**src/sv/ppmtg_pkg.sv**
```systemverilog
// Package for the PPM pulse train generator.
// Holds shared widths, reset values, command and register codes.
// No dependencies.
package ppmtg_pkg;

	localparam int CHANNELS_DEF = 8;

	localparam int CMD_W   = 2;
	localparam int IDX_W   = 3;
	localparam int VALUE_W = 14;
	localparam int GAP_W   = 15;
	localparam int LEN_W   = 16;
	localparam int FNUM_W  = 4;
	localparam int CFG_IDX_W = 2;
	localparam int CFG_DATA_W = 16;

	localparam logic [CMD_W-1:0] CMD_TICK  = 2'd0;
	localparam logic [CMD_W-1:0] CMD_WRITE = 2'd1;
	localparam logic [CMD_W-1:0] CMD_START = 2'd2;

	localparam logic [CFG_IDX_W-1:0] REG_GAP_LEN     = 2'd0;
	localparam logic [CFG_IDX_W-1:0] REG_SYNC_LEN    = 2'd1;
	localparam logic [CFG_IDX_W-1:0] REG_PULSE_LEVEL = 2'd2;

	localparam logic [VALUE_W-1:0] CENTER_VALUE = 14'd1500;
	localparam logic [GAP_W-1:0]   GAP_RESET    = 15'd300;
	localparam logic [LEN_W-1:0]   SYNC_RESET   = 16'd10000;

endpackage

```
**src/sv/ppmtg_item_if.sv**
```systemverilog
// Channel interfaces of the PPM pulse train generator: input item and result.
// Depends on ppmtg_pkg for field widths.
interface ppmtg_item_if;
	logic                              valid;
	logic                              ready;
	logic [ppmtg_pkg::CMD_W-1:0]       command;
	logic [ppmtg_pkg::IDX_W-1:0]       channel_index;
	logic [ppmtg_pkg::VALUE_W-1:0]     channel_value;

	modport source (output valid, command, channel_index, channel_value, input ready);
	modport sink (input valid, command, channel_index, channel_value, output ready);
endinterface

interface ppmtg_result_if;
	logic                              valid;
	logic                              ready;
	logic                              ppm_level;
	logic                              busy_res;
	logic [ppmtg_pkg::FNUM_W-1:0]      frame_number;
	logic                              frame_end;

	modport source (output valid, ppm_level, busy_res, frame_number, frame_end, input ready);
	modport sink (input valid, ppm_level, busy_res, frame_number, frame_end, output ready);
endinterface

```
**src/sv/ppm_train_generator_core.sv**
```systemverilog
// PPM pulse train generator: channel table in RAM, tick counter and frame sequencer.
// Items pass the execute and output registers; one item per cycle unless stalled.
// The RAM is read in the accept cycle; the item executes when the output is free.
// Reset: asynchronous, clears control state and table valid bits; an unwritten
// table entry reads as the center value 1500, so there is no clearing pass.
// Depends on ppmtg_pkg, ppmtg_item_if, ppmtg_result_if, ppmtg_ram.
module ppm_train_generator_core #(
	parameter int CHANNELS = ppmtg_pkg::CHANNELS_DEF
) (
	input  logic                                clk,
	input  logic                                arst_n,
	ppmtg_item_if.sink                          item,
	ppmtg_result_if.source                      result,
	input  logic                                cfg_we,
	input  logic [ppmtg_pkg::CFG_IDX_W-1:0]     cfg_index,
	input  logic [ppmtg_pkg::CFG_DATA_W-1:0]    cfg_data
);

	localparam int AW = (CHANNELS > 1) ? $clog2(CHANNELS) : 1;
	localparam int FC_W = ($clog2(CHANNELS + 3) > ppmtg_pkg::FNUM_W) ?
		$clog2(CHANNELS + 3) : ppmtg_pkg::FNUM_W;
	localparam int LW = ppmtg_pkg::LEN_W;
	localparam logic [FC_W-1:0] F_SYNC = FC_W'(CHANNELS);
	localparam logic [FC_W-1:0] F_IDLE = FC_W'(CHANNELS + 1);
	localparam logic [FC_W-1:0] F_STOP = FC_W'(CHANNELS + 2);

	// configuration
	logic [ppmtg_pkg::GAP_W-1:0] gap_q;
	logic [LW-1:0]               sync_q;
	logic                        plevel_q;

	// train state
	logic [LW-1:0]   tick_q, period_q;
	logic [FC_W-1:0] fc_q;
	logic            run_q, conn_q;
	logic            vld_q [CHANNELS];

	// execute stage
	logic                            s1_valid_q;
	logic [ppmtg_pkg::CMD_W-1:0]     cmd_s1;
	logic [ppmtg_pkg::IDX_W-1:0]     idx_s1;
	logic [ppmtg_pkg::VALUE_W-1:0]   val_s1;
	logic                            rd_vld_s1;
	logic                            fwd_hit_s1;
	logic [ppmtg_pkg::VALUE_W-1:0]   fwd_data_s1;

	// output register
	logic                    out_valid_q;
	logic                    lvl_q, busy_q, fend_q;
	logic [ppmtg_pkg::FNUM_W-1:0] fnum_q;

	logic                          adv_s1, accept;
	logic [ppmtg_pkg::VALUE_W-1:0] ram_rdata, tab_val;
	logic [LW:0]                   tick_inc;
	logic [LW-1:0]                 load_len;
	logic [LW-1:0]                 tick_d, period_d;
	logic [FC_W-1:0]               fc_d, src_fc;
	logic                          run_d, conn_d, end_d;
	logic                          ram_we, idx_ok;
	logic [AW-1:0]                 waddr, raddr;

	assign adv_s1 = s1_valid_q & (~out_valid_q | result.ready);
	assign item.ready = ~s1_valid_q | adv_s1;
	assign accept = item.valid & item.ready;

	assign tab_val = fwd_hit_s1 ? fwd_data_s1 :
		(rd_vld_s1 ? ram_rdata : ppmtg_pkg::CENTER_VALUE);
	assign load_len = LW'(tab_val) + LW'(gap_q);
	assign tick_inc = {1'b0, tick_q} + (LW+1)'(1);
	assign idx_ok = ({2'b00, idx_s1} < (ppmtg_pkg::IDX_W+2)'(CHANNELS));
	assign waddr = AW'(idx_s1);
	assign ram_we = adv_s1 & (cmd_s1 == ppmtg_pkg::CMD_WRITE) & idx_ok;

	always_comb begin
		tick_d = tick_q;
		period_d = period_q;
		fc_d = fc_q;
		run_d = run_q;
		conn_d = conn_q;
		end_d = 1'b0;
		case (cmd_s1)
			ppmtg_pkg::CMD_TICK: begin
				if (run_q) begin
					if (tick_inc >= {1'b0, period_q}) begin
						end_d = 1'b1;
						tick_d = '0;
						if (fc_q == F_STOP) begin
							run_d = 1'b0;
						end else begin
							if (fc_q == F_IDLE) begin
								conn_d = 1'b0;
							end else if (fc_q == F_SYNC) begin
								period_d = sync_q;
							end else if (fc_q < F_SYNC) begin
								period_d = load_len;
							end
							fc_d = fc_q + FC_W'(1);
						end
					end else begin
						tick_d = tick_inc[LW-1:0];
					end
				end
			end
			ppmtg_pkg::CMD_START: begin
				run_d = 1'b1;
				conn_d = 1'b1;
				fc_d = FC_W'(1);
				tick_d = '0;
				period_d = load_len;
			end
			default: ;
		endcase
	end

	// read address for the incoming beat follows the frame counter after the
	// item now executing
	always_comb begin
		src_fc = adv_s1 ? fc_d : fc_q;
		if (item.command == ppmtg_pkg::CMD_START) begin
			raddr = '0;
		end else if (src_fc < F_SYNC) begin
			raddr = src_fc[AW-1:0];
		end else begin
			raddr = '0;
		end
	end

	ppmtg_ram #(
		.WIDTH(ppmtg_pkg::VALUE_W),
		.DEPTH(CHANNELS)
	) u_table (
		.clk   (clk),
		.we    (ram_we),
		.waddr (waddr),
		.wdata (val_s1),
		.re    (accept),
		.raddr (raddr),
		.rdata (ram_rdata)
	);

	always_ff @(posedge clk or negedge arst_n) begin
		if (!arst_n) begin
			gap_q <= ppmtg_pkg::GAP_RESET;
			sync_q <= ppmtg_pkg::SYNC_RESET;
			plevel_q <= 1'b0;
		end else if (cfg_we) begin
			case (cfg_index)
				ppmtg_pkg::REG_GAP_LEN:     gap_q <= cfg_data[ppmtg_pkg::GAP_W-1:0];
				ppmtg_pkg::REG_SYNC_LEN:    sync_q <= cfg_data;
				ppmtg_pkg::REG_PULSE_LEVEL: plevel_q <= cfg_data[0];
				default: ;
			endcase
		end
	end

	always_ff @(posedge clk or negedge arst_n) begin
		if (!arst_n) begin
			tick_q <= '0;
			period_q <= ppmtg_pkg::SYNC_RESET;
			fc_q <= '0;
			run_q <= 1'b0;
			conn_q <= 1'b0;
			s1_valid_q <= 1'b0;
			out_valid_q <= 1'b0;
			for (int i = 0; i < CHANNELS; i++) begin
				vld_q[i] <= 1'b0;
			end
		end else begin
			if (adv_s1) begin
				tick_q <= tick_d;
				period_q <= period_d;
				fc_q <= fc_d;
				run_q <= run_d;
				conn_q <= conn_d;
			end
			if (ram_we) begin
				vld_q[waddr] <= 1'b1;
			end
			if (accept) begin
				s1_valid_q <= 1'b1;
			end else if (adv_s1) begin
				s1_valid_q <= 1'b0;
			end
			if (adv_s1) begin
				out_valid_q <= 1'b1;
			end else if (result.ready) begin
				out_valid_q <= 1'b0;
			end
		end
	end

	// payload of the execute stage; forward a write that lands in the read cycle
	always_ff @(posedge clk) begin
		if (accept) begin
			cmd_s1 <= item.command;
			idx_s1 <= item.channel_index;
			val_s1 <= item.channel_value;
			rd_vld_s1 <= vld_q[raddr];
			fwd_hit_s1 <= ram_we & (waddr == raddr);
			fwd_data_s1 <= val_s1;
		end
	end

	always_ff @(posedge clk) begin
		if (adv_s1) begin
			if (!conn_d) begin
				lvl_q <= 1'b1;
			end else if (tick_d < LW'(gap_q)) begin
				lvl_q <= plevel_q;
			end else begin
				lvl_q <= ~plevel_q;
			end
			busy_q <= run_d;
			fnum_q <= fc_d[ppmtg_pkg::FNUM_W-1:0];
			fend_q <= end_d;
		end
	end

	assign result.valid = out_valid_q;
	assign result.ppm_level = lvl_q;
	assign result.busy_res = busy_q;
	assign result.frame_number = fnum_q;
	assign result.frame_end = fend_q;

endmodule

```
**src/sv/ppmtg_ram.sv**
```systemverilog
// Generic single-write, single-read RAM with registered read data.
// No dependencies.
module ppmtg_ram #(
	parameter int WIDTH = 14,
	parameter int DEPTH = 8,
	localparam int AW = (DEPTH > 1) ? $clog2(DEPTH) : 1
) (
	input  logic             clk,
	input  logic             we,
	input  logic [AW-1:0]    waddr,
	input  logic [WIDTH-1:0] wdata,
	input  logic             re,
	input  logic [AW-1:0]    raddr,
	output logic [WIDTH-1:0] rdata
);

	logic [WIDTH-1:0] mem_q [DEPTH];

	always_ff @(posedge clk) begin
		if (we) begin
			mem_q[waddr] <= wdata;
		end
		if (re) begin
			rdata <= mem_q[raddr];
		end
	end

endmodule

```
**src/flat_wrapper.sv**
```systemverilog
// flat-port wrapper written by rule: the top's interface ports become plain ports
module ppm_train_generator_core_flat 
#(
	parameter int CHANNELS = ppmtg_pkg::CHANNELS_DEF
)
  (clk, arst_n, cfg_we, cfg_index, cfg_data, item_valid, item_command, item_channel_index, item_channel_value, item_ready, result_valid, result_ppm_level, result_busy_res, result_frame_number, result_frame_end, result_ready);
  ppmtg_item_if item_i ();
  ppmtg_result_if result_i ();
  input  logic clk;
  input  logic arst_n;
  input  logic cfg_we;
  input  logic [ppmtg_pkg::CFG_IDX_W-1:0] cfg_index;
  input  logic [ppmtg_pkg::CFG_DATA_W-1:0] cfg_data;
  input wire logic [$bits(item_i.valid)-1:0] item_valid;
  input wire logic [$bits(item_i.command)-1:0] item_command;
  input wire logic [$bits(item_i.channel_index)-1:0] item_channel_index;
  input wire logic [$bits(item_i.channel_value)-1:0] item_channel_value;
  output wire logic [$bits(item_i.ready)-1:0] item_ready;
  output wire logic [$bits(result_i.valid)-1:0] result_valid;
  output wire logic [$bits(result_i.ppm_level)-1:0] result_ppm_level;
  output wire logic [$bits(result_i.busy_res)-1:0] result_busy_res;
  output wire logic [$bits(result_i.frame_number)-1:0] result_frame_number;
  output wire logic [$bits(result_i.frame_end)-1:0] result_frame_end;
  input wire logic [$bits(result_i.ready)-1:0] result_ready;
  assign item_i.valid = item_valid;
  assign item_i.command = item_command;
  assign item_i.channel_index = item_channel_index;
  assign item_i.channel_value = item_channel_value;
  assign item_ready = item_i.ready;
  assign result_valid = result_i.valid;
  assign result_ppm_level = result_i.ppm_level;
  assign result_busy_res = result_i.busy_res;
  assign result_frame_number = result_i.frame_number;
  assign result_frame_end = result_i.frame_end;
  assign result_i.ready = result_ready;
  ppm_train_generator_core #(.CHANNELS(CHANNELS)) u_core (.clk(clk), .arst_n(arst_n), .item(item_i), .result(result_i), .cfg_we(cfg_we), .cfg_index(cfg_index), .cfg_data(cfg_data));
endmodule
```
**config.mk**
```make
export PLATFORM = sky130hd
export DESIGN_NAME = ppm_train_generator_core_flat
export DESIGN_NICKNAME = d
export VERILOG_FILES = /design/src/sv/ppmtg_pkg.sv /design/src/sv/ppmtg_item_if.sv /design/src/sv/ppm_train_generator_core.sv /design/src/sv/ppmtg_ram.sv /design/src/flat_wrapper.sv
export SDC_FILE = /design/constraint.sdc
export NUM_CORES = 1
export LEC_CHECK = 0
export BUFFER_PORTS_ARGS = -buffer_cell sky130_fd_sc_hd__clkbuf_2
export CORE_MARGIN = 10
export CORE_UTILIZATION = 41
export CTS_CLUSTER_DIAMETER = 200
export DETAILED_ROUTE_END_ITERATION = 8
export PLACE_DENSITY = 0.66
export SLEW_MARGIN = 20
export SYNTH_ARGS = -nofsm -noshare
export SYNTH_HDL_FRONTEND = slang
export SYNTH_SLANG_ARGS = --single-unit
```
**constraint.sdc**
```tcl
create_clock -name clk -period 6.83 [get_ports clk]
set_input_delay 0.683 -clock clk [delete_from_list [all_inputs] [get_ports clk]]
set_output_delay 0.683 -clock clk [all_outputs]
set_load 0.01 [all_outputs]
```
==> run_results.csv <==
group,metric,value,unit
route,postRouteAntennaNets,0,
global_routing,grt_first_pass_wirelength,43.5,mm
power,p_per_area,288,nW/µm²
floorplanning,rows,61,
critical_path,critPathLaunchType,"flip-flop",
power,p_sw,1010,µW
synthesis,yosysWarnings,0,
clock_tree,clock_latency,0.55,ns
global_routing,grt_max_degree,81,
cells_and_area,area_growth,13.4,%
sta,setup_viol,0,
critical_path,ff2ff_path_depth,24,
power,power.leakage,0.00540,µW
sta,maxSlewViolCount,0,
placement,gp_congestion,0.865,
clock_tree,cts_setup_buffers,0,
global_routing,gr-usage-all-layers,0.151,
power,seq_power_share,0.481,
power,switching_share,0.263,
route,wl_per_cell,18.7,µm
sta,worstMarginPinSlew,1.03,ns
hold_path,hold_class,"input pin to async pin",
floorplanning,pin_count,51,
placement,port_buffers,50,
power,combPwrFrac,0.140,
route,drc,0,
synthesis,syn_avg_cell_area,11.7,µm²
sta,final-hold-violation-count,0,
global_routing,antenna_found_initial,0,
sta,timing.fmax,184,MHz
global_routing,grt-ovfl-total,0,
clock_tree,cts-root-buf,"clkbuf_16",
critical_path,end_kind,"flip-flop",
power,clkPwrFrac,0.379,
sta,whs,0.195,ns
synthesis,synth_cells,1002,
clock_tree,clk_pin_slew,0.06,ns
clock_tree,cts_max_path_buffers,3,
sta,maxSlewHeadroom,0.307,
route,drtIter0Drc,509,
synthesis,syn_area,11700,µm²
cells_and_area,drive_gt1_frac,0.161,
flow_run,cap_violations,0,
placement,dpl.hpwl,17.7,mm
synthesis,netlist_top_cells_area,"edfxtp_1 43%, dfrtp_1 14%, nand2_1 5.4%",
synthesis,syn_nets,1094,
sta,fin_tns_setup,0,ns
synthesis,ys_async_sr_fraction,0.323,
floorplanning,initial_core_util,0.419,
synthesis,yosys.area.top_type,"edfxtp_1",
critical_path,r2r-start,"u_core.tick_q[0]",
power,ir_worst_vdd,203,µV
critical_path,r2r-end,"u_core.result.ppm_level",
sta,grt_setup_unrepaired,"false",
clock_tree,cts-resized-gates,0,
critical_path,crit_required,7.13,ns
synthesis,synth_cell_types,66,
sta,period_share,0.797,
critical_path,rrSetupSlack,1.39,ns
synthesis,synth_ff_type,"edfxtp_1",
route,routed-via-count,7746,
clock_tree,cts_made_buffers,27,
synthesis,yosys.area.top_type_share,0.430,
cells_and_area,final_nets,1144,
clock_tree,cts_sinks,248,
outcome,status,"complete, no violations",
floorplanning,fp.coreArea,28000,µm²
clock_tree,h-tree-depth,1,
sta,fin_skew,0.0160,ns
critical_path,cp.arrival,5.74,ns
synthesis,synthTopCellsByCount,"168 x edfxtp_1, 168 x nand2_1, 66 x dfrtp_1",
synthesis,synth_seq_area_share,0.602,
route,routed_wirelength,27.1,mm
power,p_int,2820,µW
critical_path,criticalPathCategory,"flip-flop to flip-flop",
sta,period_minus_slack,5.44,ns
synthesis,synth_edf_count,168,
clock_tree,ctsHoldBuffers,0,
critical_path,crit_fanout,14,
route,drtPass1Iterations,7,
synthesis,synth_seq_cells,248,
cells_and_area,antenna_cells,0,
route,avgViaCountPerCell,5.34,
global_routing,grt_pass1_vias,7746,
floorplanning,dieWidth,189,µm
floorplanning,die_y,189,µm
clock_tree,cts_tree,"done",
floorplanning,die-area,35800,µm²
layout make-up:
cell class | count | area (µm²)
multi-input combinational | 661 | 4330
fill | 2529 | 14700
inverter | 49 | 184
clock buffer | 37 | 743
tap | 378 | 473
sequential | 248 | 7060
clock inverter | 13 | 135
timing repair buffer | 65 | 369
logic make-up after synthesis:
family,Yosys count,synth area share
XOR/XNOR,30,0.0224
multiplexers,21,0.0200
AO/OA/AOI/OAI,223,0.129
AND/OR/NAND/NOR,337,0.138
flip-flops,248,0.602
buffers and inverters,93,0.0344
adder cells (fa/ha/maj),50,0.0540
registers in the layout (all words and copies together), names as in the netlist, 2 cells and up:
register and cells:
u_core.u_table.mem_q 112, u_core.period_q 16, u_core.sync_q 16, u_core.tick_q 16
u_core.gap_q 15, u_core.fwd_data_s1 14, u_core.u_table.rdata 14, u_core.val_s1 14
u_core.vld_q 8, u_core.fc_q 4, u_core.result.frame_number 4, u_core.idx_s1 3
u_core.cmd_s1 2
worst max-delay path, stage by stage, from the launching register on:
cell and delay, ns:
dfrtp_1 0.47, ha_1 0.26, nand2_1 0.14, nor4_4 0.42
nand3_1 0.15, xnor2_1 0.22, ha_1 0.28, nand3_1 0.13
a21oi_1 0.06, o31ai_1 0.28, o311ai_2 0.15, buf_4 0.21
nor2_1 0.47, buf_4 0.28, a22o_1 0.17, ha_1 0.25
a21o_1 0.17, a21o_1 0.17, a21o_1 0.18, a21oi_1 0.14
nor2b_1 0.05, o21ai_0 0.15, nand4_1 0.13, xnor2_1 0.19
nand2_1 0.07
power by group through the flow:
stage / sequential [µW] / combinational (µW) / clock, µW
final: 1840 / 535 / 1450
after CTS: 1840 / 539 / 1480
after detailed placement: 1870 / 535 / 0
after global routing: 1860 / 606 / 1540
after floorplan: 1840 / 384 / 0
after global placement: 1860 / 526 / 0
metrics by stage:
stage | power [µW] | instance area [µm²] | worst slack (ns) | util | cells
floorplan | 2220 | 11700 | 2.04 | - | 1002
global route | 4000 | 13300 | 0.984 | 0.475 | 1451
CTS | 3860 | 13300 | 1.44 | 0.475 | 1451
detailed placement | 2400 | 12400 | 1.48 | 0.443 | 1401
finish | 3820 | 13300 | 1.39 | 0.475 | 1451
global placement | 2390 | 12400 | 1.53 | 0.443 | 1401
cells in the final DEF, fill, tap and decap left out, types with 15 or more instances in the layout:
cell type    n
clkbuf_16   27
a22o_1      19
edfxtp_1   168
clkbuf_2    49
and3_1      54
o311ai_1    15
a21o_1      24
nor2_1      37
ha_1        49
nand2_1    168
mux2_2      20
inv_1       48
o21ai_1     15
o21ai_0     48
dfrtp_1     66
a211oi_1    18
buf_4       15
a21boi_0    15
xnor2_1     21
a21oi_1     32
how the worst max path moves through the flow:
stage / start / to / slack [ns] / cells past startpoint
finish: u_core.tick_q[0] / u_core.result.ppm_level / 1.39 / 24
global route: u_core.tick_q[2] / u_core.result.ppm_level / 0.98 / 23
CTS: u_core.tick_q[0] / u_core.result.ppm_level / 1.44 / 24
detailed placement: u_core.tick_q[0] / u_core.result.ppm_level / 1.48 / 24
global placement: u_core.tick_q[2] / u_core.result.ppm_level / 1.53 / 23
floorplan: u_core.tick_q[0] / u_core.result.ppm_level / 2.04 / 24
per-layer routing:
layer  up-vias  global-route usage  wire length [µm]
met4         0              0.0403               607
met2       202               0.254             13100
met3        41              0.0254              1350
met5         -                   0                 0
met1      3748               0.197             12100
li1       3755                   -                 -
(Power assumes the default switching activity.)
